===== src/rtl/core/assert_macros.svh =====
// Assertion macros used by the top RTL file of the obstacle avoidance block.
`ifndef ASSERT_MACROS_SVH
`define ASSERT_MACROS_SVH
`ifndef SYNTHESIS
`define UOA_ASSERT_IMP(label, clk, rst_n, ante, cons, msg) \
    label: assert property (@(posedge clk) disable iff (!rst_n) (ante) |-> (cons)) \
        else $error(msg);
`define UOA_ASSERT_NXT(label, clk, rst_n, ante, cons, msg) \
    label: assert property (@(posedge clk) disable iff (!rst_n) (ante) |=> (cons)) \
        else $error(msg);
`else
`define UOA_ASSERT_IMP(label, clk, rst_n, ante, cons, msg)
`define UOA_ASSERT_NXT(label, clk, rst_n, ante, cons, msg)
`endif
`endif


===== src/rtl/core/uoa_pkg.sv =====
// Types, codes and constants of the ultrasonic obstacle avoidance block.
package uoa_pkg;

    localparam int unsigned CFG_INDEX_W = 3;
    localparam int unsigned CFG_DATA_W  = 16;

    localparam logic [CFG_INDEX_W-1:0] REG_FRONT_BLOCK = 3'd0;
    localparam logic [CFG_INDEX_W-1:0] REG_SIDE_BLOCK  = 3'd1;
    localparam logic [CFG_INDEX_W-1:0] REG_CRASH       = 3'd2;
    localparam logic [CFG_INDEX_W-1:0] REG_PIVOT       = 3'd3;
    localparam logic [CFG_INDEX_W-1:0] REG_BRIEF_STOP  = 3'd4;
    localparam logic [CFG_INDEX_W-1:0] REG_HOLD        = 3'd5;
    localparam logic [CFG_INDEX_W-1:0] REG_BACK        = 3'd6;

    localparam logic [6:0]  RANGE_CLAMP_CM      = 7'd100;
    localparam logic [6:0]  FRONT_BLOCK_RESET   = 7'd30;
    localparam logic [6:0]  SIDE_BLOCK_RESET    = 7'd10;
    localparam logic [6:0]  CRASH_RESET         = 7'd10;
    localparam logic [15:0] PIVOT_MS_RESET      = 16'd80;
    localparam logic [15:0] BRIEF_STOP_MS_RESET = 16'd80;
    localparam logic [15:0] HOLD_MS_RESET       = 16'd100;
    localparam logic [15:0] BACK_MS_RESET       = 16'd250;

    localparam logic [2:0] MODE_STOP  = 3'd0;
    localparam logic [2:0] MODE_SCAN  = 3'd1;
    localparam logic [2:0] MODE_PIVOT = 3'd2;
    localparam logic [2:0] MODE_BRIEF = 3'd3;
    localparam logic [2:0] MODE_HOLD  = 3'd4;
    localparam logic [2:0] MODE_BACK  = 3'd5;

    localparam logic [2:0] ACT_FORWARD = 3'd0;
    localparam logic [2:0] ACT_BACK    = 3'd1;
    localparam logic [2:0] ACT_LEFT    = 3'd2;
    localparam logic [2:0] ACT_RIGHT   = 3'd3;
    localparam logic [2:0] ACT_STOP    = 3'd4;

    localparam logic [6:0] SPEED_DRIVE = 7'd50;
    localparam logic [6:0] SPEED_PIVOT = 7'd60;
    localparam logic [6:0] SPEED_STOP  = 7'd0;

    localparam logic DIR_LEFT  = 1'b0;
    localparam logic DIR_RIGHT = 1'b1;

    typedef struct packed {
        logic [7:0]  left_raw_cm;
        logic [7:0]  center_raw_cm;
        logic [7:0]  right_raw_cm;
        logic [31:0] now_ms;
    } in_item_t;

    typedef struct packed {
        logic       drive_issued;
        logic [2:0] drive_action;
        logic [6:0] speed_percent;
        logic [2:0] mode;
    } out_item_t;

    typedef struct packed {
        logic [6:0]  front_block_cm;
        logic [6:0]  side_block_cm;
        logic [6:0]  crash_cm;
        logic [15:0] pivot_ms;
        logic [15:0] brief_stop_ms;
        logic [15:0] hold_ms;
        logic [15:0] back_ms;
    } cfg_t;

    typedef struct packed {
        logic [2:0]  mode;
        logic [31:0] mark_time;
        logic        pivot_dir;
    } state_t;

    function automatic logic [6:0] clamp_cm(input logic [7:0] raw);
        logic [6:0] v;
        begin
            if ((raw == 8'd0) || (raw > {1'b0, RANGE_CLAMP_CM}))
            begin
                v = RANGE_CLAMP_CM;
            end
            else
            begin
                v = raw[6:0];
            end
            return v;
        end
    endfunction

endpackage


===== src/rtl/core/ultrasonic_obstacle_avoid_fsm.sv =====
// Top level of the ultrasonic obstacle avoidance mode machine.
// Each input transfer on in_item carries three raw distances and the current
// millisecond time. Each accepted item gives exactly one result transfer on
// out_item with the new mode and, when a command is issued, its action and speed.
// The item is registered on acceptance and decided from the input register, and the
// result is registered in the output register, from which it is offered on out_item.
// One item is taken every cycle while out_stall is low; the mode state is updated
// as each item is decided, so consecutive items see each other's effect.
// When out_stall is high with a result waiting, one more item is still taken into
// the input register and in_stall rises only when both registers are full.
// Reset empties both registers, sets the mode to stop with the time mark at zero
// and the pivot direction left, and loads the register reset values.
// Configuration registers are written through cfg_wr_en, cfg_index and cfg_data;
// an index beyond the register list is ignored.
`include "assert_macros.svh"

module ultrasonic_obstacle_avoid_fsm
    import uoa_pkg::*;
(
    input  logic                   clk,
    input  logic                   rst_n,
    input  logic                   in_valid,
    output logic                   in_stall,
    input  in_item_t               in_item,
    output logic                   out_valid,
    input  logic                   out_stall,
    output out_item_t              out_item,
    input  logic                   cfg_wr_en,
    input  logic [CFG_INDEX_W-1:0] cfg_index,
    input  logic [CFG_DATA_W-1:0]  cfg_data
);

    cfg_t      cfg;
    in_item_t  in_item_reg;
    in_item_t  in_item_next;
    logic      in_valid_reg;
    logic      in_valid_next;
    state_t    state_reg;
    state_t    state_next;
    state_t    step_state;
    out_item_t step_result;
    out_item_t out_item_reg;
    out_item_t out_item_next;
    logic      out_valid_reg;
    logic      out_valid_next;
    logic      advance;

    uoa_cfg u_cfg (
        .clk       (clk),
        .rst_n     (rst_n),
        .cfg_wr_en (cfg_wr_en),
        .cfg_index (cfg_index),
        .cfg_data  (cfg_data),
        .cfg       (cfg)
    );

    uoa_step u_step (
        .item    (in_item_reg),
        .st      (state_reg),
        .cfg     (cfg),
        .result  (step_result),
        .st_next (step_state)
    );

    assign advance  = in_valid_reg && (!out_valid_reg || !out_stall);
    assign in_stall = in_valid_reg && !advance;

    always_comb
    begin
        in_valid_next  = in_stall ? in_valid_reg : in_valid;
        in_item_next   = in_stall ? in_item_reg : in_item;
        state_next     = advance ? step_state : state_reg;
        out_item_next  = advance ? step_result : out_item_reg;
        out_valid_next = advance || (out_valid_reg && out_stall);
    end

    always_ff @(posedge clk or negedge rst_n)
    begin
        if (!rst_n)
        begin
            in_valid_reg        <= 1'b0;
            out_valid_reg       <= 1'b0;
            state_reg.mode      <= MODE_STOP;
            state_reg.mark_time <= '0;
            state_reg.pivot_dir <= DIR_LEFT;
        end
        else
        begin
            in_valid_reg  <= in_valid_next;
            out_valid_reg <= out_valid_next;
            state_reg     <= state_next;
        end
    end

    always_ff @(posedge clk)
    begin
        in_item_reg  <= in_item_next;
        out_item_reg <= out_item_next;
    end

    assign out_valid = out_valid_reg;
    assign out_item  = out_item_reg;

    `UOA_ASSERT_NXT(a_mode_matches_result, clk, rst_n, advance,
        out_item.mode == state_reg.mode, "result mode differs from stored mode")
    `UOA_ASSERT_NXT(a_left_stop_mode, clk, rst_n, advance,
        state_reg.mode != MODE_STOP && state_reg.mode <= MODE_BACK,
        "mode machine in stop or unused code after an item")
    `UOA_ASSERT_IMP(a_idle_fields_zero, clk, rst_n, out_valid && !out_item.drive_issued,
        out_item.drive_action == ACT_FORWARD && out_item.speed_percent == SPEED_STOP,
        "fields not cleared without a command")
    `UOA_ASSERT_IMP(a_speed_fits_action, clk, rst_n, out_valid && out_item.drive_issued,
        (out_item.drive_action == ACT_STOP && out_item.speed_percent == SPEED_STOP)
        || ((out_item.drive_action == ACT_LEFT || out_item.drive_action == ACT_RIGHT)
            && out_item.speed_percent == SPEED_PIVOT)
        || ((out_item.drive_action == ACT_FORWARD || out_item.drive_action == ACT_BACK)
            && out_item.speed_percent == SPEED_DRIVE),
        "speed does not fit the action")
    `UOA_ASSERT_IMP(a_no_item_lost, clk, rst_n, in_stall, in_valid_reg && out_valid_reg,
        "input stalled with a free register")

endmodule


===== src/rtl/core/uoa_cfg.sv =====
// Configuration register file of the obstacle avoidance block.
module uoa_cfg
    import uoa_pkg::*;
(
    input  logic                   clk,
    input  logic                   rst_n,
    input  logic                   cfg_wr_en,
    input  logic [CFG_INDEX_W-1:0] cfg_index,
    input  logic [CFG_DATA_W-1:0]  cfg_data,
    output cfg_t                   cfg
);

    cfg_t cfg_reg;
    cfg_t cfg_next;

    always_comb
    begin
        cfg_next = cfg_reg;
        if (cfg_wr_en)
        begin
            case (cfg_index)
                REG_FRONT_BLOCK: cfg_next.front_block_cm = cfg_data[6:0];
                REG_SIDE_BLOCK:  cfg_next.side_block_cm  = cfg_data[6:0];
                REG_CRASH:       cfg_next.crash_cm       = cfg_data[6:0];
                REG_PIVOT:       cfg_next.pivot_ms       = cfg_data;
                REG_BRIEF_STOP:  cfg_next.brief_stop_ms  = cfg_data;
                REG_HOLD:        cfg_next.hold_ms        = cfg_data;
                REG_BACK:        cfg_next.back_ms        = cfg_data;
                default:         cfg_next = cfg_reg;
            endcase
        end
    end

    always_ff @(posedge clk or negedge rst_n)
    begin
        if (!rst_n)
        begin
            cfg_reg.front_block_cm <= FRONT_BLOCK_RESET;
            cfg_reg.side_block_cm  <= SIDE_BLOCK_RESET;
            cfg_reg.crash_cm       <= CRASH_RESET;
            cfg_reg.pivot_ms       <= PIVOT_MS_RESET;
            cfg_reg.brief_stop_ms  <= BRIEF_STOP_MS_RESET;
            cfg_reg.hold_ms        <= HOLD_MS_RESET;
            cfg_reg.back_ms        <= BACK_MS_RESET;
        end
        else
        begin
            cfg_reg <= cfg_next;
        end
    end

    assign cfg = cfg_reg;

endmodule


===== src/rtl/core/uoa_step.sv =====
// Decision logic: one item against the current mode state gives a result and the next state.
module uoa_step
    import uoa_pkg::*;
(
    input  in_item_t  item,
    input  state_t    st,
    input  cfg_t      cfg,
    output out_item_t result,
    output state_t    st_next
);

    logic [6:0]  left_cm;
    logic [6:0]  center_cm;
    logic [6:0]  right_cm;
    logic [31:0] elapsed;
    logic        crash;
    logic        left_wall;
    logic        right_wall;
    logic        danger;
    logic        turn_right;
    logic        pivot_done;
    logic        brief_done;
    logic        hold_done;
    logic        back_done;

    always_comb
    begin
        left_cm    = clamp_cm(item.left_raw_cm);
        center_cm  = clamp_cm(item.center_raw_cm);
        right_cm   = clamp_cm(item.right_raw_cm);
        elapsed    = item.now_ms - st.mark_time;
        crash      = center_cm < cfg.crash_cm;
        left_wall  = left_cm < cfg.side_block_cm;
        right_wall = right_cm < cfg.side_block_cm;
        danger     = (center_cm < cfg.front_block_cm) || left_wall || right_wall;
        // With exactly one wall near, turn away from it; otherwise turn toward the farther side.
        turn_right = (left_wall ^ right_wall) ? left_wall : (left_cm <= right_cm);
        pivot_done = elapsed >= {16'd0, cfg.pivot_ms};
        brief_done = elapsed >= {16'd0, cfg.brief_stop_ms};
        hold_done  = elapsed >= {16'd0, cfg.hold_ms};
        back_done  = elapsed >= {16'd0, cfg.back_ms};

        result  = '0;
        st_next = st;

        case (st.mode)
            MODE_SCAN, MODE_HOLD:
            begin
                if (crash)
                begin
                    result.drive_issued  = 1'b1;
                    result.drive_action  = ACT_BACK;
                    result.speed_percent = SPEED_DRIVE;
                    st_next.mark_time    = item.now_ms;
                    st_next.mode         = MODE_BACK;
                end
                else if (danger)
                begin
                    result.drive_issued  = 1'b1;
                    result.drive_action  = turn_right ? ACT_RIGHT : ACT_LEFT;
                    result.speed_percent = SPEED_PIVOT;
                    st_next.pivot_dir    = turn_right ? DIR_RIGHT : DIR_LEFT;
                    st_next.mark_time    = item.now_ms;
                    st_next.mode         = MODE_PIVOT;
                end
                else if (st.mode == MODE_SCAN)
                begin
                    result.drive_issued  = 1'b1;
                    result.drive_action  = ACT_FORWARD;
                    result.speed_percent = SPEED_DRIVE;
                end
                else if (hold_done)
                begin
                    st_next.mode = MODE_SCAN;
                end
            end
            MODE_PIVOT:
            begin
                if (pivot_done)
                begin
                    result.drive_issued = 1'b1;
                    st_next.mark_time   = item.now_ms;
                    if (danger)
                    begin
                        result.drive_action  = turn_right ? ACT_RIGHT : ACT_LEFT;
                        result.speed_percent = SPEED_PIVOT;
                        st_next.pivot_dir    = turn_right ? DIR_RIGHT : DIR_LEFT;
                        st_next.mode         = MODE_PIVOT;
                    end
                    else
                    begin
                        result.drive_action  = ACT_STOP;
                        result.speed_percent = SPEED_STOP;
                        st_next.mode         = MODE_BRIEF;
                    end
                end
            end
            MODE_BRIEF:
            begin
                if (brief_done)
                begin
                    result.drive_issued  = 1'b1;
                    result.drive_action  = ACT_FORWARD;
                    result.speed_percent = SPEED_DRIVE;
                    st_next.mark_time    = item.now_ms;
                    st_next.mode         = MODE_HOLD;
                end
            end
            MODE_BACK:
            begin
                if (back_done)
                begin
                    result.drive_issued  = 1'b1;
                    result.drive_action  = ACT_STOP;
                    result.speed_percent = SPEED_STOP;
                    st_next.mode         = MODE_SCAN;
                end
            end
            default:
            begin
                st_next.mode = MODE_SCAN;
            end
        endcase

        result.mode = st_next.mode;
    end

endmodule


===== config.mk =====
export PLATFORM = sky130hd
export DESIGN_NAME = ultrasonic_obstacle_avoid_fsm
export DESIGN_NICKNAME = d
export VERILOG_FILES = /design/src/rtl/core/uoa_pkg.sv /design/src/rtl/core/ultrasonic_obstacle_avoid_fsm.sv /design/src/rtl/core/uoa_cfg.sv /design/src/rtl/core/uoa_step.sv
export VERILOG_INCLUDE_DIRS = /design/src /design/src/rtl/core
export SDC_FILE = /design/constraint.sdc
export NUM_CORES = 1
export LEC_CHECK = 0
export BUFFER_PORTS_ARGS = -buffer_cell sky130_fd_sc_hd__buf_2
export CAP_MARGIN = 20
export CORE_ASPECT_RATIO = 0.7
export CORE_MARGIN = 2
export CORE_UTILIZATION = 57
export CTS_CLUSTER_SIZE = 24
export DETAILED_ROUTE_END_ITERATION = 6
export GPL_ROUTABILITY_DRIVEN = 1
export GPL_TIMING_DRIVEN = 0
export HOLD_SLACK_MARGIN = 0.1
export PLACE_DENSITY = 0.8
export SYNTH_ARGS = -nofsm -noshare
export SYNTH_HDL_FRONTEND = slang
export SYNTH_SLANG_ARGS = --single-unit

===== constraint.sdc =====
create_clock -name clk -period 5.3 [get_ports clk]
set_input_delay 1.06 -clock clk [delete_from_list [all_inputs] [get_ports clk]]
set_output_delay 1.06 -clock clk [all_outputs]
set_load 0.01 [all_outputs]

==> run_results.csv, run 1 <==
group,metric,value,unit
routing,wl,25700,µm
die,chipHeight,123,µm
power,irDropWorstVdd,0.595,mV
place,port_buffers,91,
cts,clk_path_buf_depth,2,
final_layout,largest_reg_flops,85,
sta,period_share,94.6,%
routing,avgViaCountPerCell,5.72,
power,finalPower,0.00773,W
final_layout,seqCellArea,5030,µm²
cts,cts_tree,"built",
cts,cts_resized,0,
sta,final.setup_skew,0.0159,ns
die,die_area,21500,µm²
cts,clockRootBuffer,"clkbuf_16",
final_layout,drive_gt1_share,21.5,%
sta,drv_slew,0,
sta,setup_viol,0,
critical_path,reg2reg_depth,17,
sta,max-slew-margin-rel,23.6,%
sta,setup_tns,0,ns
critical_path,worstPathMaxFanout,10,
global_routing,first_global_vias,8397,
routing,detail_route.wl_per_cell,17.1,µm
power,power_frac_seq,26.8,%
yosys,synthFlopType,"dfrtp_1",
global_routing,antenna_found_initial,0,
min_path,hold_class,"primary input to async pin",
yosys,yosys_register_bits,187,
final_layout,nets,1431,
die,die_x,174,µm
yosys,synth_top_cell_by_area,"dfrtp_1",
cts,cts_setup_buffers,0,
cts,cts_hold_buf,0,
power,pwr-share-comb,56.1,%
yosys,synthCells,1111,
place,placed_area,12400,µm²
critical_path,worstPathRequired,5.62,ns
cts,cts_buffers,17,
yosys,ys_types,76,
die,floorplan.initialDensity,58.4,%
power,power.leakage,6.12,nW
sta,period_needed,5.01,ns
sta,max_freq,200,MHz
final_layout,fin_area,13100,µm²
power,internal-power,0.00447,W
yosys,ys_warn_count,0,
global_routing,grt_overflow_total,0,
routing,ant_nets,0,
critical_path,critical_path_arrival,5.33,ns
final_layout,fillCellCount,1524,
yosys,ys_seq_area_share,43.4,%
critical_path,startpoint_type,"register",
yosys,synth_top_area_share,21.8,%
global_routing,grt_max_degree,95,
die,coreArea,19900,µm²
place,post-place-cells,1475,
power,switchingPower,0.00327,W
place,place_congestion,0.904,
yosys,async_reset_ff_share,65.2,%
place,hpwl,19500,µm
power,p_clk_share,17.2,%
global_routing,grt_usage,25.3,%
cts,path_clk_slew,0.07,ns
yosys,synth.avg_cell_area,10.4,µm²
sta,grt_setup_unrepaired,"false",
final_layout,antennaDiodeCount,0,
final_layout,multi_input_area,5950,µm²
sta,worstMarginPinSlew,1.14,ns
cts,clkLatencyLatePin,0.44,ns
yosys,synth_most_common_cell,"inv_1",
outcome,status,"finished, final reports clean",
power,p_per_area,591,nW/µm²
routing,post-route-drc-count,0,
power,switching_share,42.3,%
cts,numClockSinks,187,
die,io_pins,96,
critical_path,crit_path_end_kind,"register",
yosys,synth_edf_count,65,
yosys,synthTopCellsByArea,"dfrtp_1, edfxtp_1, ha_1",
global_routing,grt_pass1_wl,42600,µm
final_layout,area_delta_synth_final,12.9,%
routing,first_iter_violations,668,
critical_path,critPathKind,"register to register",
yosys,synth_commonest_cells,"inv_1, ha_1, dfrtp_1",
cts,cts.htree.levels,4,
die,rows,43,
routing,num_vias,8622,
sta,hold_violations,0,
routing,drt-pass1-iter-count,5,
job,cap_violations,0,
yosys,syn_area,11600,µm²
final_layout,final_cells,1507,
layer usage:
layer / global-route usage (%) / vias to the layer above / wire length [µm]
met5: 0 / - / 0
met4: 6.04 / 0 / 323
met3: 5.04 / 24 / 1600
met2: 37.0 / 291 / 10600
met1: 38.5 / 4098 / 13200
li1: - / 4209 / -
cell usage in the layout (no fill, tap or decap), drive strengths merged, types with 4 or more instances in the layout:
cell and count:
dfstp 21, o21ai 78, nor4 7, nor2 48, nand3 19, edfxtp 65
xnor2 12, nor3 18, inv 133, a21o 23, nor2b 12, and3 5
o2111ai 7, buf 108, o211ai 15, clkbuf 38, o21bai 4, mux2i 5
xor2 8, ha 126, nand2b 19, o21a 11, or2 4, or3 9
a31oi 6, a21oi 65, and2 7, nand2 92, dfrtp 101, mux2 83
and4 8, nand4 13, a211oi 9
power groups by stage:
stage               Combinational [W]  Sequential, W  Clock [W]
global placement              0.00398        0.00207          0
detailed placement            0.00417        0.00209          0
global route                  0.00483        0.00211    0.00140
finish                        0.00434        0.00207    0.00133
floorplan                     0.00311        0.00205          0
CTS                           0.00421        0.00207    0.00134
worst paths after layout:
check                           slack, ns           start             to
min in group clk                     0.51    u_cfg.cfg[2]   u_cfg.cfg[2]
worst min register to register       0.51    u_cfg.cfg[2]   u_cfg.cfg[2]
worst max-delay path                 0.29  in_item_reg[0]  state_reg[11]
worst min-delay path                 0.49           rst_n  state_reg[34]
max in group asynchronous            4.04           rst_n  state_reg[26]
worst max register to register       0.29  in_item_reg[0]  state_reg[11]
final cells by class:
cell class                 instances  area share (%)
multi-input combinational        763            45.4
clock buffer                      21            3.60
inverter                         130            3.73
timing repair buffer              93            3.78
tap                              270            2.58
sequential                       187            38.4
buffer                            32            1.40
clock inverter                    11            1.02
logic make-up (layout without fill, tap and decap cells):
family	after synthesis	count (layout)	share of synthesized area (%)
xor+xnor	20	20	1.51
simple gates	271	271	11.9
buf+inv	162	287	5.79
flops	187	187	43.4
mux	88	88	9.44
other cells	1	2	0.0324
fa+ha+maj	127	127	13.8
compound gates	255	255	14.1
stage by stage:
step / util [%] / hold slack, ns / setup slack, ns
finish: 65.9 / 0.494 / 0.288
global route: 65.9 / 0.497 / 0.0411
CTS: 65.7 / 0.491 / 0.112
detailed placement: 62.6 / 0.493 / 0.117
global placement: 62.4 / 0.468 / 0.273
floorplan: - / 0.457 / 1.11
critical path: stages (launching register included):
cell       delay, ns
edfxtp_1        0.35
inv_1           0.05
ha_1            0.22
fa_1            0.40
nand2b_1        0.18
a21oi_1         0.32
o21ai_0         0.13
nor2b_1         0.17
xnor2_1         0.47
ha_1            0.36
a2111oi_0       0.48
a21o_1          0.19
a221oi_1        0.18
or3_1           0.40
o31a_1          0.15
o21ai_4         0.29
buf_6           0.24
mux2_4          0.32
Power figures use the tool's default switching activity.
==> run 2, diff against run 1 <==
ABC_AREA = 1   (was not set)
CORE_ASPECT_RATIO = 0.8   (was 0.7)
PLACE_DENSITY = 0.79   (was 0.8)
==> run_results.csv, run 2 <==
group,metric,value,unit
final_layout,fin_area,13600,µm²
min_path,hold_class,"primary input to async pin",
sta,hold_violations,0,
job,cap_violations,0,
die,chipHeight,135,µm
global_routing,antenna_found_initial,0,
sta,setup_viol,0,
yosys,synth.avg_cell_area,7.65,µm²
final_layout,antennaDiodeCount,0,
power,power.leakage,7.35,nW
global_routing,first_global_vias,9700,
critical_path,cp_common_cell,"nand2_1",
yosys,syn_area,12200,µm²
cts,numClockSinks,187,
sta,max_freq,243,MHz
yosys,yosys_register_bits,187,
yosys,ys_types,42,
final_layout,largest_reg_flops,85,
critical_path,critical_path_arrival,4.26,ns
routing,num_vias,10400,
sta,period_needed,4.11,ns
routing,wl_met3,2310,µm
die,coreArea,20800,µm²
power,pwr-share-comb,56.4,%
sta,hold_slack,0.489,ns
final_layout,drive_gt1_share,11.7,%
final_layout,layout_common_cells,"nand2_1, inv_1, nor2_1",
sta,period_share,77.5,%
yosys,synth_edf_count,65,
yosys,synthFlopType,"dfrtp_1",
cts,clkLatencyLatePin,0.45,ns
cts,clk_path_buf_depth,2,
final_layout,mostFrequentLayoutCell,"nand2_1",
yosys,synth_commonest_cells,"nand2_1, inv_1, nor2_1",
yosys,synth_top_area_share,20.7,%
die,rows,47,
yosys,synthCells,1592,
place,port_buffers,93,
final_layout,nets,1914,
routing,first_iter_violations,900,
cts,cts_tree,"built",
global_routing,grt_pass1_wl,48300,µm
routing,avgViaCountPerCell,5.21,
power,p_clk_share,17.2,%
power,power_frac_seq,26.4,%
power,internal-power,0.00405,W
critical_path,crit_path_end_kind,"register",
die,io_pins,96,
sta,max-slew-margin-rel,60.1,%
critical_path,critPathKind,"register to register",
place,hpwl,23000,µm
critical_path,cpPeakStageDelay,0.44,ns
yosys,synth_top_cell_by_area,"dfrtp_1",
critical_path,path_buf_inv,1,
critical_path,worstPathRequired,5.45,ns
sta,layout_setup_ws,1.19,ns
power,finalPower,0.00760,W
critical_path,worstPathMaxFanout,6,
critical_path,cpMaxStageDelayCell,"ha_1",
critical_path,cpLargestDelayFamily,"simple AND/OR/NAND/NOR gates",
cts,path_clk_slew,0.08,ns
yosys,synthTopCellsByArea,"dfrtp_1, edfxtp_1, nand2_1",
cts,clockRootBuffer,"clkbuf_16",
outcome,status,"complete, but fails checks",
critical_path,cp_cell_sequence,"ha_1 > nand2_1 > nand2_1 > inv_2 > nand2_2 > nand2_1 > nand2_1 > xor2_1 > ha_1 > a21oi_1 > nor2_1 > a211oi_1 > o21ai_0 > nand2_1 > nand3_1 > nand2_1 > nand2_1 > nor2_1 > nand3_1 > nand3_1 > nand4_1",
yosys,async_reset_ff_share,65.2,%
die,floorplan.initialDensity,58.5,%
routing,detail_route.wl_per_cell,14.8,µm
routing,highest_layer,"met4",
global_routing,grt_usage,27.1,%
cts,cts_hold_buf,0,
global_routing,grt_overflow_total,0,
power,p_per_area,557,nW/µm²
power,switching_share,46.7,%
routing,drt-pass1-iter-count,7,
sta,grt_setup_unrepaired,"false",
yosys,ys_warn_count,0,
cts,cts_resized,0,
yosys,ys_seq_area_share,41.3,%
routing,wl,29400,µm
sta,setup_tns,0,ns
cts,cts_setup_buffers,0,
power,irDropWorstVdd,0.256,mV
cts,cts_buffers,17,
global_routing,grt_max_degree,94,
die,die_x,167,µm
sta,worstMarginPinSlew,0.598,ns
place,placed_area,13000,µm²
routing,wirelength_met1,14100,µm
routing,post-route-drc-count,9,
place,place_ws,1.29,ns
power,switchingPower,0.00355,W
cts,cts.htree.levels,4,
routing,dr_wl_met2,12600,µm
final_layout,area_delta_synth_final,12.0,%
routing,ant_nets,0,
die,die_area,22600,µm²
outcome,violations,"DRC",
sta,drv_slew,0,
place,place_congestion,0.964,
yosys,synth_most_common_cell,"nand2_1",
sta,final.setup_skew,0.0119,ns
critical_path,startpoint_type,"register",
run 2: kinds of logic after synthesis:
logic type | share of synthesized area [%]
other | 0.0308
flip-flops | 41.3
AO/OA/AOI/OAI | 9.39
AND/OR/NAND/NOR | 23.7
buffers and inverters | 11.4
XOR/XNOR | 1.08
adder cells (fa/ha/maj) | 13.1
run 2: worst reg2reg max path, delay by kind of cell, from the launching register on:
| family | cells | cell delay, ns |
|---|---|---|
| AND/OR/NAND/NOR | 14 | 1.64 |
| adder cells (fa/ha/maj) | 2 | 0.78 |
| AO/OA/AOI/OAI | 3 | 0.51 |
| XOR/XNOR | 1 | 0.43 |
| flip-flops | 1 | 0.42 |
| buffers and inverters | 1 | 0.04 |
run 2: path summary, 6_finish.rpt:
check / startpoint / end / slack [ns] / cells after the start
worst max-delay path: in_item_reg[2] / out_item[0] / 1.19 / 21
worst min-delay path: rst_n / out_valid / 0.49 / 1
worst max register to register: in_item_reg[2] / out_item[0] / 1.19 / 21
worst min register to register: in_valid_reg / out_valid / 0.49 / 2
max in group asynchronous: rst_n / u_cfg.cfg[5] / 4.02 / 2
min in group clk: in_valid_reg / out_valid / 0.49 / 2
run 2: through the flow:
stage               utilization (%)  std cells
floorplan                         -       1593
global placement               62.4       1955
detailed placement             62.6       1957
CTS                            65.5       1989
global route                   65.5       1989
finish                         65.5       1989
run 2: power by group through the flow:
stage | Combinational, W | Sequential [W] | Clock, W
after floorplan | 0.00307 | 0.00200 | 0
final | 0.00429 | 0.00201 | 0.00131
after CTS | 0.00423 | 0.00200 | 0.00132
after global routing | 0.00490 | 0.00204 | 0.00138
after detailed placement | 0.00417 | 0.00203 | 0
after global placement | 0.00399 | 0.00202 | 0
run 2: layout make-up:
| cell class | instances | area [µm²] |
|---|---|---|
| fillers | 1785 | 7180 |
| multi-input cells | 1054 | 5770 |
| flip-flops and latches | 187 | 5030 |
| inverters | 326 | 1220 |
| repair buffers | 95 | 519 |
| clock buffers | 17 | 425 |
| well taps | 269 | 337 |
| clock inverters | 15 | 171 |
| plain buffers | 26 | 161 |
run 2: per-layer routing:
layer	GRT usage, %	vias to the layer above
li1	-	5216
met1	40.5	4794
met2	41.2	329
met3	5.07	32
met4	6.62	0
met5	0	-
==> run 3, diff against run 2 <==
clock period = 4.1 ns   (was 5.3 ns; I/O delays follow)
==> run_results.csv, run 3 (synthesized netlist as in run 2, its figures left out) <==
group,metric,value,unit
min_path,hold_class,"primary input to async pin",
cts,cts_buffers,17,
sta,period_needed,3.90,ns
sta,setup_tns,0,ns
critical_path,startpoint_type,"register",
cts,clkLatencyLatePin,0.45,ns
global_routing,use_met2,41.2,%
final_layout,largest_reg_flops,85,
outcome,status,"complete, but fails checks",
global_routing,grt_overflow_total,0,
final_layout,antennaDiodeCount,0,
power,power.leakage,7.38,nW
die,floorplan.initialDensity,58.5,%
power,p_per_area,727,nW/µm²
sta,period_share,95.1,%
sta,hold_violations,0,
global_routing,grt_max_degree,94,
cts,clockRootBuffer,"clkbuf_16",
die,coreArea,20800,µm²
die,io_pins,96,
final_layout,drive_gt1_share,12.6,%
place,post-place-cells,1957,
critical_path,cpMaxStageDelayCell,"ha_1",
routing,post-route-drc-count,9,
final_layout,layout_common_cells,"nand2_1, inv_1, nor2_1",
global_routing,first_global_vias,9700,
job,cap_violations,0,
critical_path,path_buf_inv,1,
critical_path,worstPathRequired,4.43,ns
routing,detail_route.wl_per_cell,15.0,µm
cts,clk_path_buf_depth,2,
die,die_area,22600,µm²
power,irDropWorstVdd,0.337,mV
routing,drt-pass1-iter-count,7,
place,place_congestion,0.964,
routing,avgViaCountPerCell,5.20,
global_routing,grt.busiest_layer,"met2",
final_layout,mostFrequentLayoutCell,"nand2_1",
global_routing,antenna_found_initial,0,
sta,layout_setup_ws,0.202,ns
global_routing,grt_pass1_wl,48300,µm
final_layout,nets,1915,
place,hpwl,23000,µm
cts,cts.htree.levels,4,
cts,path_clk_slew,0.07,ns
sta,max_freq,257,MHz
die,chipHeight,135,µm
critical_path,critical_path_arrival,4.22,ns
sta,setup_viol,0,
sta,worstMarginPinSlew,0.606,ns
global_routing,grt_usage,27.1,%
sta,max-slew-margin-rel,59.6,%
place,place_ws,0.0867,ns
die,rows,47,
critical_path,worstPathMaxFanout,10,
cts,numClockSinks,187,
place,port_buffers,93,
sta,drv_slew,0,
routing,num_vias,10300,
outcome,violations,"DRC",
routing,wl,29800,µm
final_layout,area_delta_synth_final,13.0,%
critical_path,cp_cell_sequence,"ha_1 > nand2_1 > nor2_1 > and3_1 > nand2_1 > nand2_1 > xor2_2 > ha_1 > a21oi_1 > nor2_1 > nor2_1 > and3_1 > nand3_2 > nand3_4 > buf_6 > a21oi_2",
routing,ant_nets,0,
sta,final.setup_skew,0.0103,ns
sta,grt_setup_unrepaired,"false",
cts,cts_tree,"built",
critical_path,cpLargestDelayFamily,"simple AND/OR/NAND/NOR gates",
die,die_x,167,µm
critical_path,cpPeakStageDelay,0.46,ns
routing,first_iter_violations,984,
global_routing,grt.met1_usage,40.5,%
critical_path,critPathKind,"register to register",
global_routing,use_met3,5.07,%
cts,cts_hold_buf,0,
critical_path,crit_path_end_kind,"register",
final_layout,final_cells,1990,
## run 3: cell count changes in the layout (fill, tap and decap cells not counted)
cell and delta:
xor2_1 -8, xor2_2 +4, xor2_4 +4, ha_1 -3, ha_2 +3, buf_4 +1, nand3_1 -1, nand3_2 +1
nor2_1 -1, nor2_2 +1
## run 3: area by class of cell
| class | count | area [µm²] |
|---|---|---|
| fillers | 1749 | 7050 |
| multi-input cells | 1054 | 5890 |
| flip-flops and latches | 187 | 5030 |
| inverters | 326 | 1220 |
| repair buffers | 96 | 527 |
| clock buffers | 17 | 425 |
| well taps | 269 | 337 |
| clock inverters | 15 | 171 |
| plain buffers | 26 | 161 |
## run 3: routing by layer
layer / up-vias / part of all wire [%] / routed length, µm
li1: 5210 / - / -
met1: 4791 / 48 / 14400
met2: 315 / 44 / 13000
met3: 30 / 7.2 / 2140
met4: 0 / 1.2 / 348
met5: - / 0 / 0
## run 3: worst register-to-register path, stage by stage, from the launching register on
cell and delay [ns]:
edfxtp_1 0.40, ha_1 0.46, nand2_1 0.17, nor2_1 0.34, and3_1 0.27, nand2_1 0.09
nand2_1 0.22, xor2_2 0.32, ha_1 0.32, a21oi_1 0.16, nor2_1 0.07, nor2_1 0.08
and3_1 0.20, nand3_2 0.12, nand3_4 0.23, buf_6 0.24, a21oi_2 0.09
## run 3: what timing repair did
item | in CTS | in global routing
setup endpoints to repair | 0 | 40
resized for setup | 0 | 17
buffers inserted | 0 | 1
## run 3: path summary, 6_finish.rpt
| kind | start | to | slack (ns) | cells past startpoint |
|---|---|---|---|---|
| max | in_item_reg[11] | state_reg[30] | 0.20 | 16 |
| min | rst_n | out_valid | 0.25 | 1 |
| max reg2reg | in_item_reg[11] | state_reg[30] | 0.20 | 16 |
| min reg2reg | u_cfg.cfg[2] | u_cfg.cfg[2] | 0.49 | 2 |
| max in group asynchronous | rst_n | u_cfg.cfg[5] | 3.06 | 2 |
| min in group clk | u_cfg.cfg[2] | u_cfg.cfg[2] | 0.49 | 2 |
## run 3: per-stage QoR
step | power (W) | util [%] | hold WS, ns | instance area, µm²
floorplan | 0.00655 | - | 0.448 | 12200
global placement | 0.00776 | 62.4 | 0.455 | 13000
detailed placement | 0.00801 | 62.6 | 0.473 | 13000
CTS | 0.00977 | 65.5 | 0.258 | 13600
global route | 0.0109 | 66.1 | 0.266 | 13800
finish | 0.0100 | 66.1 | 0.250 | 13800
## run 3: report_power, final
group / switching (W) / internal [W]
combinational: 0.00367 / 0.00206
sequential: 0.000194 / 0.00240
clock: 0.000819 / 0.000873
